==> src/rtl/smeu_pkg.sv <==
// Package for the stack machine execute unit: opcodes, faults, events, states.
`default_nettype none
package smeu_pkg;

  localparam int unsigned DataWidthDef      = 32;
  localparam int unsigned StackDepthDef     = 64;
  localparam int unsigned OpcodeBytesDef    = 1;
  localparam int unsigned ImmediateBytesDef = 4;

  localparam int unsigned CmdW   = 5;
  localparam int unsigned ImmW   = 32;
  localparam int unsigned PcW    = 16;
  localparam int unsigned FaultW = 3;
  localparam int unsigned EvW    = 2;
  localparam int unsigned CidxW  = 8;

  typedef enum logic [CmdW-1:0] {
    OP_NOP   = 5'd0,  OP_PUSH = 5'd1,  OP_POP  = 5'd2,  OP_LOAD  = 5'd3,
    OP_ADD   = 5'd4,  OP_SUB  = 5'd5,  OP_MUL  = 5'd6,  OP_DIV   = 5'd7,
    OP_MOD   = 5'd8,  OP_XOR  = 5'd9,  OP_AND  = 5'd10, OP_OR    = 5'd11,
    OP_NOT   = 5'd12, OP_EQ   = 5'd13, OP_NE   = 5'd14, OP_GT    = 5'd15,
    OP_LT    = 5'd16, OP_GE   = 5'd17, OP_LE   = 5'd18, OP_JMP   = 5'd19,
    OP_JZ    = 5'd20, OP_JNZ  = 5'd21, OP_PRINT = 5'd22, OP_CALL = 5'd23,
    OP_HALT  = 5'd24
  } opcode_e;

  typedef enum logic [FaultW-1:0] {
    FLT_NONE      = 3'd0,
    FLT_UNDERFLOW = 3'd1,
    FLT_OVERFLOW  = 3'd2,
    FLT_DIVZERO   = 3'd3,
    FLT_INVALID   = 3'd4
  } fault_e;

  typedef enum logic [EvW-1:0] {
    EV_NONE  = 2'd0,
    EV_PRINT = 2'd1,
    EV_CALL  = 2'd2
  } event_e;

  typedef enum logic [2:0] {
    ST_IDLE,
    ST_READ,
    ST_EXEC,
    ST_DIV,
    ST_WRITE,
    ST_OUT
  } state_e;

endpackage
`default_nettype wire

==> src/rtl/stack_machine_execute_unit.sv <==
// Stack machine execute unit: operand stack in RAM, read-modify-write per instruction.
//
//  channel | valid/ready        | payload
//  --------+--------------------+-----------------------------------------------
//  request | cmd_valid_i/_ready_o | command_i, immediate_i
//  result  | res_valid_o/_ready_i | top_value_o, next_pc_o, is_halted_o, fault_o,
//          |                    | event_kind_o, event_value_o, call_index_o
//
// One request at a time: accept in idle, three read phases (address top, capture
// top and address second, capture second), execute, write back, then the result.
// A step that writes no stack entry but leaves the stack nonempty re-reads the
// top after write-back, before res_valid_o rises. div/mod pass through the
// shift-subtract divider between execute and write-back.
// Reset clears count, holding register, pc and halted flag; the stack RAM is not
// cleared. A result stalled by res_ready_i holds the unit; the next request is
// taken in the cycle after the result leaves.
`default_nettype none
module stack_machine_execute_unit #(
  parameter int unsigned DATA_WIDTH      = smeu_pkg::DataWidthDef,
  parameter int unsigned STACK_DEPTH     = smeu_pkg::StackDepthDef,
  parameter int unsigned OPCODE_BYTES    = smeu_pkg::OpcodeBytesDef,
  parameter int unsigned IMMEDIATE_BYTES = smeu_pkg::ImmediateBytesDef
) (
  input  wire logic                                clk_i,
  input  wire logic                                rst_ni,
  input  wire logic                                cmd_valid_i,
  output logic                                     cmd_ready_o,
  input  wire logic [smeu_pkg::CmdW-1:0]           command_i,
  input  wire logic signed [smeu_pkg::ImmW-1:0]    immediate_i,
  output logic                                     res_valid_o,
  input  wire logic                                res_ready_i,
  output logic signed [smeu_pkg::ImmW-1:0]         top_value_o,
  output logic [smeu_pkg::PcW-1:0]                 next_pc_o,
  output logic                                     is_halted_o,
  output logic [smeu_pkg::FaultW-1:0]              fault_o,
  output logic [smeu_pkg::EvW-1:0]                 event_kind_o,
  output logic signed [smeu_pkg::ImmW-1:0]         event_value_o,
  output logic [smeu_pkg::CidxW-1:0]               call_index_o
);

  localparam int unsigned AW   = $clog2(STACK_DEPTH);
  localparam int unsigned CW   = $clog2(STACK_DEPTH + 1);
  localparam int unsigned DCW  = $clog2(DATA_WIDTH + 1);
  localparam int unsigned OW   = smeu_pkg::ImmW;
  localparam logic [smeu_pkg::PcW-1:0] ShortLen = smeu_pkg::PcW'(OPCODE_BYTES);
  localparam logic [smeu_pkg::PcW-1:0] LongLen  =
    smeu_pkg::PcW'(OPCODE_BYTES + IMMEDIATE_BYTES);
  localparam logic [CW-1:0] Full = CW'(STACK_DEPTH);

  // Stack RAM
  logic [DATA_WIDTH-1:0] mem_q [STACK_DEPTH];
  logic                  we;
  logic [AW-1:0]         waddr, raddr;
  logic [DATA_WIDTH-1:0] wdata, rdata_q;

  always_ff @(posedge clk_i) begin
    if (we) begin
      mem_q[waddr] <= wdata;
    end
    rdata_q <= mem_q[raddr];
  end

  smeu_pkg::state_e state_q, state_d;
  logic [1:0]       rph_q, rph_d;   // read phase within ST_READ
  logic [CW-1:0]    cnt_q, cnt_d;
  logic [DATA_WIDTH-1:0] hold_q, hold_d;
  logic [smeu_pkg::PcW-1:0] pc_q, pc_d;
  logic             halt_q, halt_d;
  smeu_pkg::opcode_e op_q, op_d;
  logic [OW-1:0]    imm_q, imm_d;
  logic [DATA_WIDTH-1:0] a_q, a_d, b_q, b_d, r_q, r_d;
  logic [DATA_WIDTH-1:0] top_q, top_d;
  logic             wr_q, wr_d;
  logic [AW-1:0]    wa_q, wa_d;
  smeu_pkg::fault_e flt_q, flt_d;
  smeu_pkg::event_e ev_q, ev_d;
  logic [OW-1:0]    evv_q, evv_d;
  logic [smeu_pkg::CidxW-1:0] cidx_q, cidx_d;
  // divider
  logic [DATA_WIDTH-1:0] dq_q, dq_d, drem_q, drem_d, dden_q, dden_d;
  logic [DCW-1:0]   dcnt_q, dcnt_d;
  logic             dna_q, dna_d, dnb_q, dnb_d;

  logic [DATA_WIDTH-1:0] ma, mb, prod;
  logic [DATA_WIDTH:0]   dtrial;
  logic [DATA_WIDTH-1:0] dshift;
  logic                  slt_ba, slt_ab;

  assign ma     = a_q[DATA_WIDTH-1] ? (~a_q + 1'b1) : a_q;
  assign mb     = b_q[DATA_WIDTH-1] ? (~b_q + 1'b1) : b_q;
  assign prod   = a_q * b_q;
  assign slt_ba = $signed(b_q) < $signed(a_q);
  assign slt_ab = $signed(a_q) < $signed(b_q);
  assign dshift = {drem_q[DATA_WIDTH-2:0], dq_q[DATA_WIDTH-1]};
  assign dtrial = {1'b0, dshift} - {1'b0, dden_q};

  always_comb begin
    state_d = state_q; rph_d = rph_q; cnt_d = cnt_q; hold_d = hold_q;
    pc_d = pc_q; halt_d = halt_q; op_d = op_q; imm_d = imm_q;
    a_d = a_q; b_d = b_q; r_d = r_q; top_d = top_q; wr_d = wr_q; wa_d = wa_q;
    flt_d = flt_q; ev_d = ev_q; evv_d = evv_q; cidx_d = cidx_q;
    dq_d = dq_q; drem_d = drem_q; dden_d = dden_q; dcnt_d = dcnt_q;
    dna_d = dna_q; dnb_d = dnb_q;
    we = 1'b0; waddr = wa_q; wdata = r_q; raddr = '0;
    cmd_ready_o = 1'b0;
    res_valid_o = 1'b0;
    case (state_q)
      smeu_pkg::ST_IDLE: begin
        cmd_ready_o = 1'b1;
        if (cmd_valid_i) begin
          op_d  = smeu_pkg::opcode_e'(command_i);
          imm_d = immediate_i;
          rph_d = 2'd0;
          state_d = smeu_pkg::ST_READ;
        end
      end
      smeu_pkg::ST_READ: begin
        // phase 0: address top; 1: capture top, address second; 2: capture second
        raddr = (rph_q == 2'd0) ? AW'(cnt_q - 1'b1) : AW'(cnt_q - 2'd2);
        case (rph_q)
          2'd0: rph_d = 2'd1;
          2'd1: begin
            a_d = (cnt_q != '0) ? rdata_q : '0;
            rph_d = 2'd2;
          end
          default: begin
            b_d = (cnt_q > CW'(1)) ? rdata_q : '0;
            state_d = smeu_pkg::ST_EXEC;
          end
        endcase
      end
      smeu_pkg::ST_EXEC: begin
        flt_d = smeu_pkg::FLT_NONE; ev_d = smeu_pkg::EV_NONE;
        evv_d = '0; cidx_d = '0; wr_d = 1'b0;
        top_d = a_q;
        state_d = smeu_pkg::ST_WRITE;
        if (halt_q) begin
          // ignored
        end else if (op_q > smeu_pkg::OP_HALT) begin
          flt_d = smeu_pkg::FLT_INVALID;
        end else if ((op_q == smeu_pkg::OP_PUSH || op_q == smeu_pkg::OP_LOAD)
                     && cnt_q >= Full) begin
          flt_d = smeu_pkg::FLT_OVERFLOW;
        end else if ((op_q == smeu_pkg::OP_POP || op_q == smeu_pkg::OP_NOT ||
                      (op_q >= smeu_pkg::OP_JZ && op_q <= smeu_pkg::OP_CALL))
                     && cnt_q == '0) begin
          flt_d = smeu_pkg::FLT_UNDERFLOW;
        end else if (op_q >= smeu_pkg::OP_ADD && op_q <= smeu_pkg::OP_LE &&
                     op_q != smeu_pkg::OP_NOT && cnt_q < CW'(2)) begin
          flt_d = smeu_pkg::FLT_UNDERFLOW;
        end else if ((op_q == smeu_pkg::OP_DIV || op_q == smeu_pkg::OP_MOD)
                     && a_q == '0) begin
          flt_d = smeu_pkg::FLT_DIVZERO;
        end else begin
          pc_d = pc_q + ShortLen;
          case (op_q)
            smeu_pkg::OP_PUSH: begin
              r_d = DATA_WIDTH'($signed(imm_q));
              wr_d = 1'b1; wa_d = AW'(cnt_q); cnt_d = cnt_q + 1'b1;
              pc_d = pc_q + LongLen;
            end
            smeu_pkg::OP_POP: begin
              hold_d = a_q; cnt_d = cnt_q - 1'b1;
            end
            smeu_pkg::OP_LOAD: begin
              r_d = hold_q; wr_d = 1'b1; wa_d = AW'(cnt_q); cnt_d = cnt_q + 1'b1;
            end
            smeu_pkg::OP_NOT: begin
              r_d = ~a_q; wr_d = 1'b1; wa_d = AW'(cnt_q - 1'b1);
            end
            smeu_pkg::OP_JMP: pc_d = imm_q[smeu_pkg::PcW-1:0];
            smeu_pkg::OP_JZ, smeu_pkg::OP_JNZ: begin
              if ((op_q == smeu_pkg::OP_JZ) == (a_q == '0)) begin
                cnt_d = cnt_q - 1'b1; pc_d = imm_q[smeu_pkg::PcW-1:0];
              end else begin
                pc_d = pc_q + LongLen;
              end
            end
            smeu_pkg::OP_PRINT: begin
              ev_d = smeu_pkg::EV_PRINT; evv_d = OW'($signed(a_q));
            end
            smeu_pkg::OP_CALL: begin
              ev_d = smeu_pkg::EV_CALL; evv_d = OW'($signed(a_q));
              cidx_d = imm_q[smeu_pkg::CidxW-1:0];
              cnt_d = cnt_q - 1'b1; pc_d = pc_q + LongLen;
            end
            smeu_pkg::OP_HALT: halt_d = 1'b1;
            smeu_pkg::OP_NOP: ;
            default: begin
              wr_d = 1'b1; wa_d = AW'(cnt_q - 2'd2); cnt_d = cnt_q - 1'b1;
              case (op_q)
                smeu_pkg::OP_ADD: r_d = a_q + b_q;
                smeu_pkg::OP_SUB: r_d = b_q - a_q;
                smeu_pkg::OP_MUL: r_d = prod;
                smeu_pkg::OP_XOR: r_d = a_q ^ b_q;
                smeu_pkg::OP_AND: r_d = a_q & b_q;
                smeu_pkg::OP_OR:  r_d = a_q | b_q;
                smeu_pkg::OP_EQ:  r_d = DATA_WIDTH'(a_q == b_q);
                smeu_pkg::OP_NE:  r_d = DATA_WIDTH'(a_q != b_q);
                smeu_pkg::OP_GT:  r_d = DATA_WIDTH'(slt_ba);
                smeu_pkg::OP_LT:  r_d = DATA_WIDTH'(slt_ab);
                smeu_pkg::OP_GE:  r_d = DATA_WIDTH'(!slt_ab);
                smeu_pkg::OP_LE:  r_d = DATA_WIDTH'(!slt_ba);
                default: begin  // div, mod
                  dq_d = mb; drem_d = '0; dden_d = ma;
                  dna_d = a_q[DATA_WIDTH-1]; dnb_d = b_q[DATA_WIDTH-1];
                  dcnt_d = DCW'(DATA_WIDTH);
                  state_d = smeu_pkg::ST_DIV;
                end
              endcase
            end
          endcase
        end
      end
      smeu_pkg::ST_DIV: begin
        // restoring divider, one quotient bit per cycle
        if (dtrial[DATA_WIDTH]) begin
          drem_d = dshift;
          dq_d = {dq_q[DATA_WIDTH-2:0], 1'b0};
        end else begin
          drem_d = dtrial[DATA_WIDTH-1:0];
          dq_d = {dq_q[DATA_WIDTH-2:0], 1'b1};
        end
        dcnt_d = dcnt_q - 1'b1;
        if (dcnt_q == DCW'(1)) begin
          if (op_q == smeu_pkg::OP_DIV) begin
            r_d = (dna_q != dnb_q) ? (~dq_d + 1'b1) : dq_d;
          end else begin
            r_d = dnb_q ? (~drem_d + 1'b1) : drem_d;
          end
          state_d = smeu_pkg::ST_WRITE;
        end
      end
      smeu_pkg::ST_WRITE: begin
        we = wr_q;
        raddr = AW'(cnt_q - 1'b1);
        state_d = smeu_pkg::ST_OUT;
        // new top forwarded: write lands at cnt-1 when it is the top
        if (wr_q && wa_q == AW'(cnt_q - 1'b1)) begin
          top_d = r_q;
        end else if (cnt_q != '0) begin
          rph_d = 2'd3;  // take the RAM read next cycle
        end
        if (cnt_q == '0) top_d = '0;
        wr_d = 1'b0;
      end
      smeu_pkg::ST_OUT: begin
        if (rph_q == 2'd3) begin
          top_d = rdata_q;
          rph_d = 2'd0;
        end else begin
          res_valid_o = 1'b1;
          if (res_ready_i) state_d = smeu_pkg::ST_IDLE;
        end
      end
      default: state_d = smeu_pkg::ST_IDLE;
    endcase
  end

  always_ff @(posedge clk_i or negedge rst_ni) begin
    if (!rst_ni) begin
      state_q <= smeu_pkg::ST_IDLE;
      rph_q   <= 2'd0;
      cnt_q   <= '0;
      hold_q  <= '0;
      pc_q    <= '0;
      halt_q  <= 1'b0;
      wr_q    <= 1'b0;
    end else begin
      state_q <= state_d;
      rph_q   <= rph_d;
      cnt_q   <= cnt_d;
      hold_q  <= hold_d;
      pc_q    <= pc_d;
      halt_q  <= halt_d;
      wr_q    <= wr_d;
    end
  end

  always_ff @(posedge clk_i) begin
    op_q <= op_d; imm_q <= imm_d; a_q <= a_d; b_q <= b_d; r_q <= r_d;
    top_q <= top_d; wa_q <= wa_d; flt_q <= flt_d; ev_q <= ev_d;
    evv_q <= evv_d; cidx_q <= cidx_d; dq_q <= dq_d; drem_q <= drem_d;
    dden_q <= dden_d; dcnt_q <= dcnt_d; dna_q <= dna_d; dnb_q <= dnb_d;
  end

  assign top_value_o   = OW'($signed(top_q));
  assign next_pc_o     = pc_q;
  assign is_halted_o   = halt_q;
  assign fault_o       = flt_q;
  assign event_kind_o  = ev_q;
  assign event_value_o = evv_q;
  assign call_index_o  = cidx_q;

  // Stack count never exceeds the depth.
  a_cnt_range: assert property (@(posedge clk_i) disable iff (!rst_ni)
    cnt_q <= Full) else $error("stack count out of range");
  // A faulting or halted step leaves the count and the pc unchanged.
  a_fault_keeps: assert property (@(posedge clk_i) disable iff (!rst_ni)
    (state_q == smeu_pkg::ST_EXEC && (halt_q || flt_d != smeu_pkg::FLT_NONE))
    |=> $stable(cnt_q) && $stable(pc_q)) else $error("fault changed state");
  // Halt flag never drops.
  a_halt_sticky: assert property (@(posedge clk_i) disable iff (!rst_ni)
    halt_q |=> halt_q) else $error("halt flag cleared");
  // Request is taken only when idle and no result is pending.
  a_no_overlap: assert property (@(posedge clk_i) disable iff (!rst_ni)
    cmd_ready_o |-> !res_valid_o) else $error("request taken with result pending");

endmodule
`default_nettype wire
==> config.mk <==
export PLATFORM = sky130hd
export DESIGN_NAME = stack_machine_execute_unit
export DESIGN_NICKNAME = d
export VERILOG_FILES = /design/src/rtl/smeu_pkg.sv /design/src/rtl/stack_machine_execute_unit.sv
export SDC_FILE = /design/constraint.sdc
export NUM_CORES = 2
export LEC_CHECK = 0
export BUFFER_PORTS_ARGS = -buffer_cell sky130_fd_sc_hd__buf_4
export CORE_MARGIN = 4
export CORE_UTILIZATION = 40
export CTS_CLUSTER_DIAMETER = 50
export DETAILED_ROUTE_END_ITERATION = 16
export HOLD_SLACK_MARGIN = 0.1
export PLACE_DENSITY = 0.55
export SLEW_MARGIN = 5
export SYNTH_ARGS = -nofsm -noshare
export SYNTH_HDL_FRONTEND = slang
export SYNTH_SLANG_ARGS = --single-unit
==> constraint.sdc <==
create_clock -name clk_i -period 7.2 [get_ports clk_i]
set_input_delay 1.44 -clock clk_i [delete_from_list [all_inputs] [get_ports clk_i]]
set_output_delay 1.44 -clock clk_i [all_outputs]
set_load 0.02 [all_outputs]
==> metrics.md <==
| Metric | Value |
|---|---|
| # port buffers | `136` |
| Synthesis-to-finish area growth | `17.6%` |
| TritonCTS clock tree | `yes` |
| Worst Path Required | `7.90 ns` |
| Mean Syn Cell Area | `approximately 15 sq um` |
| Met1 usage | `34.5%` |
| Vias per Instance | `roughly 5.9` |
| Clock period minus worst slack | `7.50 ns` |
| RR Startpoint | `a_q[7]$_SDFFCE_PP0P_` |
| Unique cell type count in the Yosys netlist | `95` |
| Worst Reg2Reg Path Length in Cells | `26` |
| Largest net degree at the start of global routing | `~110` |
| Post-synthesis cell area | `122000 sq um` |
| Die ar. | `~310000 sq um` |
| Total GRT Usage | `26.5%` |
| Worst skew pair latency | `0.91 ns` |
| Synthesized netlist cell count | `8373` |
| Arr. time, crit path | `between 8 and 9 ns` |
| Global-route wire length before repair | `594 mm` |
| Detailed Route Iter0 Violations | `just under 9000` |
| Critical path startpoint category | `flop` |
| Critical R2R Capture | `r_q[30]$_DFFE_PP_` |
| HP Class | `primary input to asynchronous set/reset pin` |
| Largest Register | `mem_q` |
| Proportion of layout cells with a drive suffix above 1 | `22.4%` |
| Max Fclk | `133 MHz` |
| Final nets | `9699` |
| Final Skew | `0.0880 ns` |
| Commonest non-fill, non-tap cell in the layout | `edfxtp_1` |
| Routed WL | `421 mm` |
| Worst Tran Pin Value | `1.45 ns` |
| CP max stage cell | `fa_1` |
| GR peak layer | `met2` |
| Drt first pass iters | `7` |
| Final worst path period share | `104%` |
| H-tree level count | `5` |
| Sequential-to-total area share from yosys stat | `60.3%` |
| Final WS setup | `-0.297 ns` |
| EDFF count, synth | `2367` |
| GRT overflow | `0` |
| CP max stage delay | `0.57 ns` |
| Vias in the first global route | `77900` |
| Initial antenna violation count | `29` |
| Initial Util | `40.2%` |
| Final setup fails | `12` |
| Drt drc | `0` |
| WS Path Type | `flop to flop` |
| Die X | `559 um` |
| Outcome | `finished with violations` |
| # rows | `202` |
| CP Capture Type | `flop` |
| Max-Cap Viols | `1` |
| CTS Hold Bufs | `0` |
| Vias post-DR | `77300` |
| Final hold vios | `0` |
| Synth async-reset ratio | `2.52%` |
| Num CTS Buffers | `roughly 310` |
| Final Max Slew Viols | `0` |
| Clk root buf | `clkbuf_16` |
| Syn. warnings | `0` |
| Reg clk slew, reported paths | `approximately 0.060 ns` |
| Post-DP HPWL | `277 mm` |
| Ports | `137` |
| Violated checks | `capacitance limit, setup timing` |
| Die Y | `559 um` |
| CP dominant cell by count | `fa_1` |
| Setup TNS | `-1.92 ns` |
| GPL Wtd Cong | `0.965` |
| RSZ-0062 raised after global routing | `true` |
| Slew HR | `1.64%` |
| R2R Setup Slk | `-0.30 ns` |
| Dominant synthesized flop cell | `edfxtp_1` |
| Number of flip-flops in the largest register | `~2000` |
| Global-route track usage on met2 | `between 40% and 50%` |
| Syn_nets | `9122` |
| Highest-count cells in the layout ignoring fill and taps | `edfxtp_1 (2367), nand2_1 (704), buf_4 (670)` |
| Clk buf depth | `4` |
| Antenna-violating nets left | `0` |
| CP max FO | `5` |
| Sink Count | `2461` |
| GRT met3 Usage | `approximately 4.2%` |
| Wirelength per Cell | `31.9 um` |
| Count of state elements after synthesis | `2461` |
| Core area | `between 300000 and 400000 sq um` |
==> stage by stage <==
stage	hold WS [ns]	cell area, sq um	cells	worst slack (ns)	util [%]
after detailed placement	0.497	131000	12600	-0.777	43.4
after global placement	0.491	131000	12600	-0.759	43.4
after CTS	0.423	142000	13200	-0.338	47.0
after floorplan	0.481	122000	8373	0.00245	-
final	0.462	143000	13200	-0.297	47.2
after global routing	0.447	143000	13200	-0.494	47.2
==> metal layers <==
layer,wire (um),share of wire (%)
met1,164000,39
met2,201000,48
met3,30600,7.3
met4,25400,6.0
met5,49,0.012
==> worst max-delay path: cells and delay by family (launching register included) <==
family,cells,cell delay (ns)
flip-flops,1,0.42
AND/OR/NAND/NOR,2,0.39
AO/OA/AOI/OAI,7,1.20
multiplexers,1,0.29
buffers and inverters,7,0.69
adder cells (fa/ha/maj),9,4.32
==> worst max-delay path by stage <==
stage / startpoint / end / depth (start not counted)
5_1_grt: a_q[7]$_SDFFCE_PP0P_ / r_q[30]$_DFFE_PP_ / 26
4_1_cts: a_q[12]$_SDFFCE_PP0P_ / r_q[30]$_DFFE_PP_ / 27
2_1_floorplan: a_q[16]$_SDFFCE_PP0P_ / r_q[30]$_DFFE_PP_ / 29
3_3_place_gp: b_q[10]$_SDFFCE_PP0P_ / r_q[31]$_DFFE_PP_ / 25
3_5_place_dp: b_q[10]$_SDFFCE_PP0P_ / r_q[26]$_DFFE_PP_ / 29
6_report: a_q[7]$_SDFFCE_PP0P_ / r_q[30]$_DFFE_PP_ / 26
==> layout make-up <==
class	instances	area (sq um)
inverter	535	2070
multi-input combinational	4873	45800
tap	3978	4980
timing repair buffer	768	6650
clock buffer	371	8120
clock inverter	191	2060
fill	26400	160000
antenna	8	20.0
sequential	2461	73300
==> cell usage after synthesis (13+ instances only) <==
cell      instances  area share [%]
a211oi_1        207             1.3
a21o_1           33            0.20
a21oi_1         324             1.3
a221oi_1         38            0.27
a22oi_1          18            0.11
a311oi_1         70            0.50
a31oi_1          91            0.47
and2_1          202             1.0
and3_1           61            0.31
buf_1           102            0.31
clkbuf_1        393             1.2
clkinv_1         18           0.056
dfrtp_1          62             1.3
dfxtp_1          32            0.53
edfxtp_1       2367              58
fa_1            411             6.8
ha_1            297             3.1
inv_1           514             1.6
mux2_2           36            0.33
mux2i_1          36            0.30
mux4_2          512             9.5
nand2_1         707             2.2
nand2b_1         53            0.27
nand3_1          75            0.31
nand4_1          23            0.12
nor2_1          627             1.9
nor2b_1          26            0.13
nor3_1           97            0.40
nor4_1           26            0.13
o211ai_1         28            0.17
o21a_1           15           0.093
o21ai_0         225            0.93
o21ai_1          29            0.12
o21bai_1         33            0.20
o221ai_1         21            0.15
o22ai_1          24            0.12
o31ai_1          39            0.24
o41ai_1          14            0.10
or2_2            13           0.067
or3_1            25            0.13
xnor2_1         205             1.5
xor2_1           70            0.50
==> timing repair <==
action	4_1_cts	5_1_grt
buffers inserted	41	14
pin swaps	61	71
setup endpoints to repair	16	19
gates resized for setup	144	114
==> logic make-up (layout without fill, tap and decap cells) <==
family,after synthesis,in the layout,share of synthesized area (%)
flip-flops,2461,2461,60.3
AND/OR/NAND/NOR,1983,1983,7.36
AO/OA/AOI/OAI,1323,1323,7.22
buffers and inverters,1039,1865,3.23
adder cells (fa/ha/maj),708,708,9.82
multiplexers,584,584,10.1
XOR/XNOR,275,275,1.98
other,0,8,0
Power is left out: the tool's default activity adds up to more than one toggle a clock period on the data nets, which glitch-free logic cannot reach.
